==> src/design/hapg_pkg.sv <==
// Shared types, constants and the control program of the hopalong point generator.
`timescale 1ns / 1ps

package hapg_pkg;

  localparam int FRAC_BITS   = 16;
  localparam int EDGE_MARGIN = 3;

  localparam int COORD_W    = 32;
  localparam int PIX_W      = 24;
  localparam int CNT_W      = 24;
  localparam int MAG_W      = 11;
  localparam int CENTER_W   = 12;
  localparam int PROD_W     = 65;
  localparam int RAD_W      = 64;
  localparam int ROOT_W     = 32;
  localparam int ROOT_STEPS = RAD_W / 2;
  localparam int ITER_W     = $clog2(ROOT_STEPS + 1);
  localparam int CFG_IDX_W  = 3;
  localparam int CFG_DATA_W = 32;
  localparam int PC_W       = 4;

  localparam logic [COORD_W-1:0]  COEF_A_RST = 32'sd327680;
  localparam logic [COORD_W-1:0]  COEF_B_RST = 32'sd851968;
  localparam logic [COORD_W-1:0]  COEF_C_RST = 32'sd91750400;
  localparam logic [MAG_W-1:0]    MAG_RST    = 11'd1;
  localparam logic [CENTER_W-1:0] CENTER_RST = 12'd400;
  localparam logic [CNT_W-1:0]    LIMIT_RST  = 24'd100000;

  typedef enum logic [CFG_IDX_W-1:0] {
    REG_COEF_A        = 3'd0,
    REG_COEF_B        = 3'd1,
    REG_COEF_C        = 3'd2,
    REG_MAGNIFICATION = 3'd3,
    REG_SCREEN_CENTER = 3'd4,
    REG_POINT_LIMIT   = 3'd5
  } cfg_reg_e;

  typedef enum logic [1:0] {
    MUL_X_MAG = 2'd0,
    MUL_Y_MAG = 2'd1,
    MUL_B_X   = 2'd2
  } mul_sel_e;

  typedef enum logic [2:0] {
    C_NEXT       = 3'd0,
    C_WAIT_IN    = 3'd1,
    C_WAIT_OUT   = 3'd2,
    C_WAIT_ROOT  = 3'd3,
    C_BRANCH_END = 3'd4,
    C_JUMP       = 3'd5
  } cond_e;

  typedef logic [PC_W-1:0] pc_t;

  localparam pc_t STEP_WAIT  = 4'd0;
  localparam pc_t STEP_CHECK = 4'd1;
  localparam pc_t STEP_PIX_X = 4'd2;
  localparam pc_t STEP_PIX_Y = 4'd3;
  localparam pc_t STEP_EMIT  = 4'd4;
  localparam pc_t STEP_DIFF  = 4'd5;
  localparam pc_t STEP_LOAD  = 4'd6;
  localparam pc_t STEP_ROOT  = 4'd7;
  localparam pc_t STEP_UPD   = 4'd8;

  typedef struct packed {
    logic     in_ready;
    mul_sel_e mul_sel;
    logic     pix_x_ld;
    logic     pix_y_ld;
    logic     emit;
    logic     diff_ld;
    logic     root_ld;
    logic     root_en;
    logic     upd;
    cond_e    cond;
    pc_t      target;
  } ucode_t;

  typedef struct packed {
    logic     in_ready;
    logic     accept;
    mul_sel_e mul_sel;
    logic     pix_x_ld;
    logic     pix_y_ld;
    logic     emit;
    logic     diff_ld;
    logic     root_ld;
    logic     root_en;
    logic     upd;
  } ctrl_t;

  typedef struct packed {
    logic limit_hit;
    logic root_done;
    logic out_free;
  } status_t;

  function automatic ucode_t hapg_ucode(pc_t pc);
    ucode_t w;
    w = '{in_ready: 1'b0, mul_sel: MUL_X_MAG, pix_x_ld: 1'b0, pix_y_ld: 1'b0,
          emit: 1'b0, diff_ld: 1'b0, root_ld: 1'b0, root_en: 1'b0, upd: 1'b0,
          cond: C_NEXT, target: STEP_WAIT};
    case (pc)
      STEP_WAIT: begin
        w.in_ready = 1'b1;
        w.cond     = C_WAIT_IN;
      end
      STEP_CHECK: begin
        w.mul_sel = MUL_X_MAG;
        w.cond    = C_BRANCH_END;
        w.target  = STEP_WAIT;
      end
      STEP_PIX_X: begin
        w.mul_sel  = MUL_Y_MAG;
        w.pix_x_ld = 1'b1;
      end
      STEP_PIX_Y: begin
        w.mul_sel  = MUL_B_X;
        w.pix_y_ld = 1'b1;
      end
      STEP_EMIT: begin
        w.mul_sel = MUL_B_X;
        w.emit    = 1'b1;
        w.cond    = C_WAIT_OUT;
      end
      STEP_DIFF: begin
        w.diff_ld = 1'b1;
      end
      STEP_LOAD: begin
        w.root_ld = 1'b1;
      end
      STEP_ROOT: begin
        w.root_en = 1'b1;
        w.cond    = C_WAIT_ROOT;
      end
      STEP_UPD: begin
        w.upd    = 1'b1;
        w.cond   = C_JUMP;
        w.target = STEP_WAIT;
      end
      default: begin
        w.cond   = C_JUMP;
        w.target = STEP_WAIT;
      end
    endcase
    return w;
  endfunction

endpackage

==> src/design/hapg_sequencer.sv <==
// Step counter and control-program decode of the hopalong point generator.
`timescale 1ns / 1ps

module hapg_sequencer (
  input  logic             clk_i,
  input  logic             rst_ni,
  input  logic             in_valid_i,
  input  hapg_pkg::status_t status_i,
  output hapg_pkg::ctrl_t   ctrl_o
);
  import hapg_pkg::*;

  pc_t    pc_q, pc_d;
  ucode_t uc;

  assign uc = hapg_ucode(pc_q);

  always_comb begin
    pc_d = pc_q;
    case (uc.cond)
      C_NEXT:       pc_d = pc_q + pc_t'(1);
      C_WAIT_IN:    if (in_valid_i) pc_d = pc_q + pc_t'(1);
      C_WAIT_OUT:   if (status_i.out_free) pc_d = pc_q + pc_t'(1);
      C_WAIT_ROOT:  if (status_i.root_done) pc_d = pc_q + pc_t'(1);
      C_BRANCH_END: pc_d = status_i.limit_hit ? uc.target : pc_q + pc_t'(1);
      C_JUMP:       pc_d = uc.target;
      default:      pc_d = STEP_WAIT;
    endcase
  end

  always_comb begin
    ctrl_o.in_ready = uc.in_ready;
    ctrl_o.accept   = uc.in_ready & in_valid_i;
    ctrl_o.mul_sel  = uc.mul_sel;
    ctrl_o.pix_x_ld = uc.pix_x_ld;
    ctrl_o.pix_y_ld = uc.pix_y_ld;
    ctrl_o.emit     = uc.emit & status_i.out_free;
    ctrl_o.diff_ld  = uc.diff_ld;
    ctrl_o.root_ld  = uc.root_ld;
    ctrl_o.root_en  = uc.root_en & ~status_i.root_done;
    ctrl_o.upd      = uc.upd;
  end

  always_ff @(posedge clk_i or negedge rst_ni) begin
    if (!rst_ni) begin
      pc_q <= STEP_WAIT;
    end else begin
      pc_q <= pc_d;
    end
  end

endmodule

==> src/design/hapg_root_unit.sv <==
// Bit-serial integer square root, one result bit per cycle while enabled.
`timescale 1ns / 1ps

module hapg_root_unit (
  input  logic                          clk_i,
  input  logic                          rst_ni,
  input  logic                          load_i,
  input  logic                          en_i,
  input  logic [hapg_pkg::RAD_W-1:0]    rad_i,
  output logic [hapg_pkg::ROOT_W-1:0]   root_o,
  output logic                          done_o
);
  import hapg_pkg::*;

  localparam int REM_W = ROOT_W + 2;

  logic [RAD_W-1:0]  rad_q, rad_d;
  logic [REM_W-1:0]  rem_q, rem_d;
  logic [ROOT_W-1:0] root_q, root_d;
  logic [ITER_W-1:0] left_q, left_d;
  logic [REM_W-1:0]  rem_sh;
  logic [REM_W-1:0]  trial;

  assign rem_sh = {rem_q[REM_W-3:0], rad_q[RAD_W-1 -: 2]};
  assign trial  = {root_q, 2'b01};

  always_comb begin
    rad_d  = rad_q;
    rem_d  = rem_q;
    root_d = root_q;
    left_d = left_q;
    if (load_i) begin
      rad_d  = rad_i;
      rem_d  = '0;
      root_d = '0;
      left_d = ITER_W'(ROOT_STEPS);
    end else if (en_i) begin
      rad_d  = {rad_q[RAD_W-3:0], 2'b00};
      left_d = left_q - ITER_W'(1);
      if (rem_sh >= trial) begin
        rem_d  = rem_sh - trial;
        root_d = {root_q[ROOT_W-2:0], 1'b1};
      end else begin
        rem_d  = rem_sh;
        root_d = {root_q[ROOT_W-2:0], 1'b0};
      end
    end
  end

  always_ff @(posedge clk_i or negedge rst_ni) begin
    if (!rst_ni) begin
      left_q <= '0;
    end else begin
      left_q <= left_d;
    end
  end

  always_ff @(posedge clk_i) begin
    rad_q  <= rad_d;
    rem_q  <= rem_d;
    root_q <= root_d;
  end

  assign root_o = root_q;
  assign done_o = (left_q == '0);

endmodule

==> src/design/hapg_datapath.sv <==
// Configuration, point state, shared multiplier and output register of the generator.
`timescale 1ns / 1ps

module hapg_datapath (
  input  logic                              clk_i,
  input  logic                              rst_ni,
  input  hapg_pkg::ctrl_t                   ctrl_i,
  output hapg_pkg::status_t                 status_o,
  input  logic                              cfg_we_i,
  input  logic [hapg_pkg::CFG_IDX_W-1:0]    cfg_idx_i,
  input  logic [hapg_pkg::CFG_DATA_W-1:0]   cfg_data_i,
  input  logic                              restart_i,
  input  logic                              out_ready_i,
  output logic                              out_valid_o,
  output logic [hapg_pkg::PIX_W-1:0]        pixel_x_o,
  output logic [hapg_pkg::PIX_W-1:0]        pixel_y_o,
  output logic                              last_point_o
);
  import hapg_pkg::*;

  localparam int Q_W   = PROD_W - FRAC_BITS;
  localparam int SUM_W = Q_W + 2;
  localparam int EXT_W = COORD_W + 2;

  function automatic logic [PIX_W-1:0] to_pixel(logic signed [PROD_W-1:0] prod,
                                                 logic [CENTER_W-1:0] ctr);
    logic signed [Q_W-1:0]   q;
    logic signed [SUM_W-1:0] s;
    q = prod[PROD_W-1:FRAC_BITS];
    if (prod[PROD_W-1] && (|prod[FRAC_BITS-1:0])) q = q + Q_W'(1);
    s = SUM_W'(q) + $signed(SUM_W'(ctr)) + $signed(SUM_W'(EDGE_MARGIN));
    if (s > $signed(SUM_W'(2 ** (PIX_W - 1) - 1))) begin
      return {1'b0, {(PIX_W-1){1'b1}}};
    end else if (s < -$signed(SUM_W'(2 ** (PIX_W - 1)))) begin
      return {1'b1, {(PIX_W-1){1'b0}}};
    end
    return s[PIX_W-1:0];
  endfunction

  function automatic logic [COORD_W-1:0] sat_coord(logic signed [EXT_W-1:0] v);
    if (v > $signed({{(EXT_W-COORD_W+1){1'b0}}, {(COORD_W-1){1'b1}}})) begin
      return {1'b0, {(COORD_W-1){1'b1}}};
    end else if (v < $signed({{(EXT_W-COORD_W+1){1'b1}}, {(COORD_W-1){1'b0}}})) begin
      return {1'b1, {(COORD_W-1){1'b0}}};
    end
    return v[COORD_W-1:0];
  endfunction

  logic signed [COORD_W-1:0] coef_a_q, coef_b_q, coef_c_q;
  logic [MAG_W-1:0]          mag_q;
  logic [CENTER_W-1:0]       center_q;
  logic [CNT_W-1:0]          limit_q;

  logic signed [COORD_W-1:0] x_q, x_d, y_q, y_d;
  logic [CNT_W-1:0]          cnt_q, cnt_d;

  logic signed [COORD_W-1:0] op_a;
  logic signed [COORD_W:0]   op_b;
  logic signed [PROD_W-1:0]  product_q, product_d;
  logic signed [PROD_W-1:0]  diff_q;
  logic [RAD_W-1:0]          rad;
  logic [PIX_W-1:0]          pix_x_q, pix_y_q;

  logic                      out_valid_q;
  logic [PIX_W-1:0]          out_x_q, out_y_q;
  logic                      out_last_q;
  logic                      last_now;

  logic [ROOT_W-1:0]         root;
  logic                      root_done;
  logic signed [EXT_W-1:0]   nx, ny;

  always_ff @(posedge clk_i or negedge rst_ni) begin
    if (!rst_ni) begin
      coef_a_q <= COEF_A_RST;
      coef_b_q <= COEF_B_RST;
      coef_c_q <= COEF_C_RST;
      mag_q    <= MAG_RST;
      center_q <= CENTER_RST;
      limit_q  <= LIMIT_RST;
    end else if (cfg_we_i) begin
      case (cfg_idx_i)
        REG_COEF_A:        coef_a_q <= cfg_data_i[COORD_W-1:0];
        REG_COEF_B:        coef_b_q <= cfg_data_i[COORD_W-1:0];
        REG_COEF_C:        coef_c_q <= cfg_data_i[COORD_W-1:0];
        REG_MAGNIFICATION: mag_q    <= cfg_data_i[MAG_W-1:0];
        REG_SCREEN_CENTER: center_q <= cfg_data_i[CENTER_W-1:0];
        REG_POINT_LIMIT:   limit_q  <= cfg_data_i[CNT_W-1:0];
        default: ;
      endcase
    end
  end

  always_comb begin
    case (ctrl_i.mul_sel)
      MUL_Y_MAG: begin
        op_a = y_q;
        op_b = $signed((COORD_W + 1)'(mag_q));
      end
      MUL_B_X: begin
        op_a = x_q;
        op_b = (COORD_W + 1)'(coef_b_q);
      end
      default: begin
        op_a = x_q;
        op_b = $signed((COORD_W + 1)'(mag_q));
      end
    endcase
    product_d = op_a * op_b;
  end

  assign rad = diff_q[PROD_W-1] ? RAD_W'(-diff_q) : RAD_W'(diff_q);

  hapg_root_unit u_root (
    .clk_i  (clk_i),
    .rst_ni (rst_ni),
    .load_i (ctrl_i.root_ld),
    .en_i   (ctrl_i.root_en),
    .rad_i  (rad),
    .root_o (root),
    .done_o (root_done)
  );

  always_comb begin
    if (x_q[COORD_W-1]) begin
      nx = EXT_W'(y_q) + $signed(EXT_W'(root));
    end else begin
      nx = EXT_W'(y_q) - $signed(EXT_W'(root));
    end
    ny = EXT_W'(coef_a_q) - EXT_W'(x_q);
  end

  assign last_now = ((CNT_W + 1)'(cnt_q) + (CNT_W + 1)'(1)) == (CNT_W + 1)'(limit_q);

  always_comb begin
    x_d   = x_q;
    y_d   = y_q;
    cnt_d = cnt_q;
    if (ctrl_i.accept && restart_i) begin
      x_d   = '0;
      y_d   = '0;
      cnt_d = '0;
    end
    if (ctrl_i.emit) cnt_d = cnt_q + CNT_W'(1);
    if (ctrl_i.upd) begin
      x_d = sat_coord(nx);
      y_d = sat_coord(ny);
    end
  end

  always_ff @(posedge clk_i or negedge rst_ni) begin
    if (!rst_ni) begin
      x_q         <= '0;
      y_q         <= '0;
      cnt_q       <= '0;
      out_valid_q <= 1'b0;
    end else begin
      x_q   <= x_d;
      y_q   <= y_d;
      cnt_q <= cnt_d;
      if (ctrl_i.emit) begin
        out_valid_q <= 1'b1;
      end else if (out_ready_i) begin
        out_valid_q <= 1'b0;
      end
    end
  end

  always_ff @(posedge clk_i) begin
    product_q <= product_d;
    if (ctrl_i.diff_ld) diff_q <= product_q - (PROD_W'(coef_c_q) <<< FRAC_BITS);
    if (ctrl_i.pix_x_ld) pix_x_q <= to_pixel(product_q, center_q);
    if (ctrl_i.pix_y_ld) pix_y_q <= to_pixel(product_q, center_q);
    if (ctrl_i.emit) begin
      out_x_q    <= pix_x_q;
      out_y_q    <= pix_y_q;
      out_last_q <= last_now;
    end
  end

  assign status_o.limit_hit = (cnt_q >= limit_q);
  assign status_o.root_done = root_done;
  assign status_o.out_free  = ~out_valid_q | out_ready_i;

  assign out_valid_o  = out_valid_q;
  assign pixel_x_o    = out_x_q;
  assign pixel_y_o    = out_y_q;
  assign last_point_o = out_last_q;

endmodule

==> src/design/hopalong_attractor_point_generator_top.sv <==
// Top level of the hopalong attractor point generator.
// Each request on the slave stream asks for one point; bit 0 of its data is restart, which
// returns the point to the origin and the count to zero first. While the count is below
// point_limit the request yields one result on the master stream (pixel x and y, tlast on the
// final point); otherwise it yields none. When the output is free the result is loaded into the
// output register in the emit step, which follows the limit check and the pixel x and y steps;
// the request occupies the block for 8 control steps plus the square root step, which resolves
// one bit per cycle until the root is done. A stalled output holds the request in the emit step
// until the output is free. A request that yields no result returns to waiting after the check.
// One request is worked on at a time; the next is taken while a result still waits in the
// output register. Configuration writes are taken at any cycle with no wait.
`timescale 1ns / 1ps

module hopalong_attractor_point_generator_top (
  input  logic                              clk_i,
  input  logic                              rst_ni,
  input  logic                              s_axis_tvalid,
  output logic                              s_axis_tready,
  input  logic [7:0]                        s_axis_tdata,  // [0] restart
  output logic                              m_axis_tvalid,
  input  logic                              m_axis_tready,
  output logic [47:0]                       m_axis_tdata,  // [23:0] pixel_x, [47:24] pixel_y
  output logic                              m_axis_tlast,  // last_point
  input  logic                              cfg_we_i,
  input  logic [hapg_pkg::CFG_IDX_W-1:0]    cfg_idx_i,
  input  logic [hapg_pkg::CFG_DATA_W-1:0]   cfg_data_i
);
  import hapg_pkg::*;

  ctrl_t            ctrl;
  status_t          status;
  logic [PIX_W-1:0] pixel_x, pixel_y;

  hapg_sequencer u_seq (
    .clk_i      (clk_i),
    .rst_ni     (rst_ni),
    .in_valid_i (s_axis_tvalid),
    .status_i   (status),
    .ctrl_o     (ctrl)
  );

  hapg_datapath u_dp (
    .clk_i        (clk_i),
    .rst_ni       (rst_ni),
    .ctrl_i       (ctrl),
    .status_o     (status),
    .cfg_we_i     (cfg_we_i),
    .cfg_idx_i    (cfg_idx_i),
    .cfg_data_i   (cfg_data_i),
    .restart_i    (s_axis_tdata[0]),
    .out_ready_i  (m_axis_tready),
    .out_valid_o  (m_axis_tvalid),
    .pixel_x_o    (pixel_x),
    .pixel_y_o    (pixel_y),
    .last_point_o (m_axis_tlast)
  );

  assign s_axis_tready = ctrl.in_ready;
  assign m_axis_tdata  = {pixel_y, pixel_x};

endmodule

==> config.mk <==
export PLATFORM = sky130hd
export DESIGN_NAME = hopalong_attractor_point_generator_top
export DESIGN_NICKNAME = d
export VERILOG_FILES = /design/src/design/hapg_pkg.sv /design/src/design/hapg_sequencer.sv /design/src/design/hapg_root_unit.sv /design/src/design/hapg_datapath.sv /design/src/design/hopalong_attractor_point_generator_top.sv
export SDC_FILE = /design/constraint.sdc
export NUM_CORES = 2
export LEC_CHECK = 0
export BUFFER_PORTS_ARGS = -buffer_cell sky130_fd_sc_hd__buf_2
export CELL_PAD_IN_SITES_DETAIL_PLACEMENT = 1
export CELL_PAD_IN_SITES_GLOBAL_PLACEMENT = 2
export CORE_AREA = 2 2 439 441
export CTS_CLUSTER_DIAMETER = 80
export CTS_CLUSTER_SIZE = 40
export DETAILED_ROUTE_END_ITERATION = 8
export DIE_AREA = 0 0 441 443
export PLACE_DENSITY_LB_ADDON = 0.1
export SETUP_SLACK_MARGIN = 0.2
export SLEW_MARGIN = 20
export SYNTH_ARGS = -nofsm -noshare
export SYNTH_HDL_FRONTEND = slang
export SYNTH_SLANG_ARGS = --single-unit
==> constraint.sdc <==
create_clock -name clk_i -period 11 [get_ports clk_i]
set_input_delay 0 -clock clk_i [delete_from_list [all_inputs] [get_ports clk_i]]
set_output_delay 0 -clock clk_i [all_outputs]
set_load 0.005 [all_outputs]
Word-level counts from Yosys, hierarchy flattened
Cells that the tools add are included.
{"block": "word_totals", "reg_bits": 597, "output_inout_bits": 51}
{"block": "op_classes", "n_reduce_logical": 20, "muxes": 59, "n_eq_ne": 23, "n_lt_le_gt_ge": 10, "multipliers": 1, "bitwise": 6, "n_addsub": 15}
{"operator": "32-bit two-way mux", "count": 11}
{"operator": "24-bit two-way mux", "count": 8}
{"operator": "64-bit two-way mux", "count": 3}
{"operator": "49-bit two-way mux", "count": 3}
{"operator": "51-bit by 3-bit adder with 51-bit output (second input constant)", "count": 2}
{"operator": "51-bit by 24-bit > comparator with 1-bit output (second input constant)", "count": 2}
{"operator": "51-bit by 24-bit less-than comparator with 1-bit output (second input constant)", "count": 2}
{"operator": "49-bit by 13-bit adder with 50-bit output", "count": 2}
{"operator": "34-bit by 32-bit > comparator with 1-bit output (second input constant)", "count": 2}
{"operator": "34-bit by 32-bit less-than comparator with 1-bit output (second input constant)", "count": 2}
{"operator": "32-bit by 33-bit multiplier with 65-bit output", "count": 1}
{"operator": "65-bit by 48-bit subtractor with 65-bit output", "count": 1}
{"operator": "64-bit negator", "count": 1}
{"operator": "49-bit by 2-bit adder with 49-bit output (second input constant)", "count": 1}
{"operator": "32-bit by 33-bit adder with 34-bit output", "count": 1}
{"operator": "34-bit >= comparator", "count": 1}
{"operator": "34-bit two-way mux", "count": 1}
{"operator": "32-bit by 33-bit subtractor with 34-bit output", "count": 1}
{"operator": "33-bit two-way mux", "count": 1}
{"operator": "32-bit by 32-bit subtractor with 33-bit output", "count": 1}
{"operator": "32-bit subtractor", "count": 1}
{"operator": "24-bit by 1-bit adder with 25-bit output (second input constant)", "count": 1}
{"operator": "25-bit by 24-bit equality test with 1-bit output", "count": 1}
{"operator": "24-bit by 1-bit adder with 24-bit output (second input constant)", "count": 1}
{"operator": "other kinds (33)", "count": 83}

Longest topological paths before layout
{"block": "depth", "ltp_word": 11, "ltp_mapped": 41, "mapped_depth_nobuf": 37}

By module
A second synthesis with hierarchy kept.
{"block": "unflattened", "hier_cells": 7575, "hier_area_um2": 71584.9}
{"module": "hapg_datapath", "n_inst": 1, "area_each_um2": 63552.2, "cells_each": 6779}
{"module": "hapg_root_unit", "n_inst": 1, "area_each_um2": 7538.5, "cells_each": 736}
{"module": "hapg_sequencer", "n_inst": 1, "area_each_um2": 494.2, "cells_each": 60}

Worst setup path after synthesis
OpenSTA, ideal clock, no wires.
{"block": "synth_path", "path_type": "reg-to-reg", "startpoint": "register u_seq.pc_q[0]", "endpoint": "register u_dp.product_q[60]", "slack_ns": -1.058, "t_arrival_ns": 11.933, "synth_period_minus_slack_ns": 12.058, "required_time_ns": 10.875, "n_path_buf": 3, "stages_incl_launch_ff": 38, "cell_sequence": "dfrtp_1 -> inv_1 -> ha_1 -> nor3b_1 -> nor2b_1 -> clkbuf_1 -> clkbuf_1 -> buf_1 -> o21ai_1 -> and2_1 -> fa_1 -> inv_1 -> fa_1 -> inv_1 -> fa_1 -> inv_1 -> fa_1 -> inv_1 -> (+2 left out) -> fa_1 -> inv_1 -> fa_1 -> inv_1 -> ha_1 -> a21o_1 -> a21o_1 -> a21o_1 -> a21oi_1 -> nor2_1 -> nor2_1 -> o21ai_0 -> a21oi_1 -> o21ai_0 -> a21o_1 -> a211o_1 -> a21oi_1 -> xnor2_1"}
{"block": "synth_between", "elab_chain_len": 6, "word_cells_on_any_way": 10, "cone_classes": "mul (1); eq/ne (5); mux (3); reduce/logical (1)"}
{"element": "start: declaration", "line": "hapg_sequencer.sv:13", "source": "pc_t pc_q, pc_d;"}
{"element": "start signal: assignment", "line": "hapg_sequencer.sv:48", "source": "pc_q <= pc_d;"}
{"element": "4-bit by 2-bit equality test with 1-bit output or 4-bit by 3-bit equality test with 1-bit output (tied branches)", "line": "hapg_pkg.sv:104", "source": "case (pc)"}
{"element": "2-bit OR reduction (no line)"}
{"element": "2-bit case mux with 2 select lines *", "line": "hapg_pkg.sv:104"}
{"element": "2-bit by 1-bit equality test with 1-bit output or 2-bit equality test (tied branches)", "line": "hapg_datapath.sv:95", "source": "case (ctrl_i.mul_sel)"}
{"element": "32-bit two-way mux or 33-bit two-way mux (tied branches)", "line": "hapg_datapath.sv:95"}
{"element": "32-bit by 33-bit multiplier with 65-bit output *", "line": "hapg_datapath.sv:109", "source": "product_d = op_a * op_b;"}
{"element": "via u_dp.product_d[60]", "line": "hapg_datapath.sv:59", "source": "logic signed [PROD_W-1:0] product_q, product_d;"}
{"element": "end signal: assignment", "line": "hapg_datapath.sv:170", "source": "product_q <= product_d;"}
{"element": "end: declaration", "line": "hapg_datapath.sv:59"}
The timed path passes the listed nets; every way through them passes the cells marked *.
A chain may end at the register's enable or synchronous reset.

Final worst setup path
{"block": "layout_path", "startpoint": "register u_seq.pc_q[0]", "endpoint": "register u_dp.product_q[63]"}
The elaborated chain is that of the path after synthesis.

==> results.sh <==
export IMPL_status="finished, final reports clean"
export IMPL_remaining_drc_errors=0
export IMPL_rsz0062_at_grt="true"
export IMPL_clockPowerShare=0.071
export IMPL_ys_warn_count=0
export IMPL_post_route_util=0.4108
export IMPL_use_met3=0.01924
export IMPL_clkLatencyLatePin_ns=0.68
export IMPL_layout_nets=9384
export IMPL_max_stage_delay_ns=0.56
export IMPL_post_drt_wl_per_cell_microns=24.23
export IMPL_drv_cap=0
export IMPL_p_int_mw=11.35
export IMPL_worst_pin_slew_ns=1.109
export IMPL_grtUsageMet2=0.4378
export IMPL_start_util=0.3764
export IMPL_critical_path_class="flip-flop to flip-flop"
export IMPL_row_count=161
export IMPL_cp_required_ns=11.54
export IMPL_synth_edf_count=226
export IMPL_ir_worst_vdd_mv=0.2968
export IMPL_syn_area_sq_mm=0.07196
export IMPL_period_needed_ns=10.47
export IMPL_grt_max_degree=135
export IMPL_cts_buffer_depth=3
export IMPL_synth_seq_cells=597
export IMPL_finalCritPeriodShare=0.9523
export IMPL_cts_buffers_inserted=38
export IMPL_use_met1=0.3592
export IMPL_drv_slew=0
export IMPL_power_frac_seq=0.148
export IMPL_area_growth_pct=9.133
export IMPL_syn_inst=7786
export IMPL_core_area_sq_mm=0.1912
export IMPL_dp_hpwl_microns=208100
export IMPL_finalWirelength_microns=252500
export IMPL_startpoint_type="flip-flop"
export IMPL_grt_usage=0.2623
export IMPL_worstHoldPathType="input pin to flip-flop"
export IMPL_fmax_mhz=95.47
export IMPL_gr_total_overflow=0
export IMPL_grt_busiest_layer="met2"
export IMPL_clkTransAtPathRegs_ns=0.13
export IMPL_slew_headroom=0.2539
export IMPL_viasPerCell=5.311
export IMPL_setup_violations_final=0
export IMPL_ant_nets=0
export IMPL_dr_pass1_iters=7
export IMPL_cts_tree="done"
export IMPL_powerDensity_mw_per_mm2=327.5
export IMPL_die_x_microns=441
export IMPL_antenna_found_initial=14
export IMPL_p_switching_mw=14.37
export IMPL_yosysUniqueCellTypes=109
export IMPL_p_leak_nw=36.62
export IMPL_via_count=55350
export IMPL_ctsHtreeMaxLevel=2
export IMPL_syn_area_per_cell_sq_um=9.243
export IMPL_portBuffers=91
export IMPL_ys_async_sr_fraction=0.4054
export IMPL_hold_viol=0
export IMPL_synthFlopType="edfxtp_1"
export IMPL_crit_slowest_cell="fa_1"
export IMPL_reg_largest_list="u_dp.diff_q (65), u_dp.product_q (65), u_dp.u_root.rad_q (64)"
export IMPL_die_y_microns=443
export IMPL_clock_sinks=597
export IMPL_endpoint_kind="flip-flop"
export IMPL_p_comb_frac=0.781
export IMPL_die_area_sq_mm=0.1954
export IMPL_crit_path_frequent_cell="fa_1"
export IMPL_critPathMaxFanout=64
export IMPL_cts_root_buf="clkbuf_16"
export IMPL_drive_gt1_frac=0.08667
export IMPL_routabilityCongestion=0.8801
export IMPL_grt_pass1_vias=59820
export IMPL_dr_first_iter_drc_count=3126
export IMPL_io_pins=99
export IMPL_ys_seq_area_frac=0.2147
export IMPL_finClkSkew_ns=0.05079
export IMPL_syn_nets=9308
export IMPL_tns_ns=0
export IMPL_sw_frac_of_total=0.5588
export IMPL_arrival_ns=11.02
export IMPL_grt_pass1_wl_microns=384700
## what timing repair did
item                                    4_1_cts  5_1_grt
endpoints found under the setup margin        2       13
gates resized for setup                       1       32
buffers inserted                              4       18
hold endpoints to repair                    246       17
hold buffers                                 37        1
pin swaps                                     0        1
## layout by cell type (no fill, tap or decap), types with 121 or more instances in the layout
master,instances
a21o_1,131
a21oi_1,209
buf_4,205
dfrtp_1,221
dfxtp_1,129
edfxtp_1,226
fa_1,1092
ha_1,380
inv_1,1348
mux2_2,123
nand2_1,831
nand3_1,121
nor2_1,780
o21ai_0,284
xnor2_1,260
xor2_1,167
## final timing paths
path	startpoint	endpoint	slack (ns)	cells after the start
min in group asynchronous	rst_ni	u_dp.x_q[20]	0.34	3
min reg2reg	u_dp.pix_y_q[19]	u_dp.pixel_y_o[19]	0.42	0
min	cfg_we_i	u_dp.center_q[8]	0.14	4
max	u_seq.pc_q[0]	u_dp.product_q[63]	0.53	35
max reg2reg	u_seq.pc_q[0]	u_dp.product_q[63]	0.53	35
max in group asynchronous	rst_ni	u_dp.coef_b_q[13]	9.59	4
## stage by stage
step / area (sq um) / total power [mW] / hold WS, ns / setup slack [ns] / std cells
final: 78540 / 25.72 / 0.1400 / 0.5251 / 10420
after global routing: 78530 / 28.28 / 0.1381 / 0.1018 / 10420
after global placement: 76240 / 23.77 / 0.1880 / 0.3448 / 10290
after detailed placement: 76240 / 23.94 / 0.2092 / 0.2245 / 10290
after floorplan: 71980 / 16.45 / -0.2956 / 0.3997 / 7786
after CTS: 78220 / 25.97 / 0.08501 / 0.2106 / 10400
## worst max-delay path, delay by kind of cell (launching register included)
kind / cells / cell delay [ns]
adders and majority gates: 10 / 4.67
AOI/OAI and AO/OA: 13 / 2.96
and+or+nand+nor: 4 / 1.20
buffers and inverters: 7 / 0.75
DFF: 1 / 0.44
xor gates and xnor gates: 1 / 0.15
## per-layer routing
layer / share of wire / up-vias / wire (microns)
met1: 0.45 / 29150 / 114400
li1: - / 25090 / -
met4: 0.039 / 0 / 9923
met5: 0 / - / 0
met3: 0.030 / 252 / 7504
met2: 0.48 / 853 / 120700
## layout make-up
class	count	area (sq um)
antenna	3	7.507
clock buffer	39	975.9
clock inverter	31	563.0
fill	21990	112600
inverter	1356	5100
multi-input combinational	5522	50630
sequential	597	15450
tap	2526	3161
timing repair buffer	347	2651
## synth_stat cells, types with 43 or more instances
cell type / n / area, sq um
xnor2_1: 260 / 2277
o31ai_1: 44 / 330.3
nor2b_1: 44 / 275.3
nand3_1: 121 / 605.6
dfxtp_1: 129 / 2582
a21o_1: 133 / 998.5
nand4_1: 72 / 450.4
nor2_1: 785 / 2947
inv_1: 1352 / 5075
nor3_1: 99 / 495.5
o21ai_0: 286 / 1431
dfrtp_1: 221 / 5530
ha_1: 380 / 4755
o21a_1: 49 / 367.9
and3_1: 46 / 287.8
and2_1: 53 / 331.6
fa_1: 1094 / 21900
edfxtp_1: 226 / 6787
nor4_1: 51 / 319.1
nand2_1: 835 / 3134
clkbuf_1: 280 / 1051
mux2i_1: 43 / 430.4
a21oi_1: 233 / 1166
mux2_2: 123 / 1385
nand2b_1: 63 / 394.1
xor2_1: 167 / 1463
## logic make-up (layout without fill, tap and decap cells)
kind of cell	Yosys count	in the layout	share of synthesized area
AO/OA/AOI/OAI	1115	1115	0.1013
multiplexers	168	168	0.02554
other	0	3	0
AND/OR/NAND/NOR	2334	2334	0.1477
adder cells (fa/ha/maj)	1475	1475	0.3705
XOR/XNOR	430	430	0.05273
flip-flops	597	597	0.2147
buffers and inverters	1667	1773	0.08751
## power groups by stage
stage	logic, mW	registers, mW	clock network, mW
2_1_floorplan	13.0	3.45	0
3_3_place_gp	20.0	3.80	0
5_1_grt	22.5	3.86	1.95
3_5_place_dp	20.1	3.83	0
4_1_cts	20.3	3.78	1.89
6_report	20.1	3.81	1.82
No activity file was read; power rests on OpenSTA's default activity.
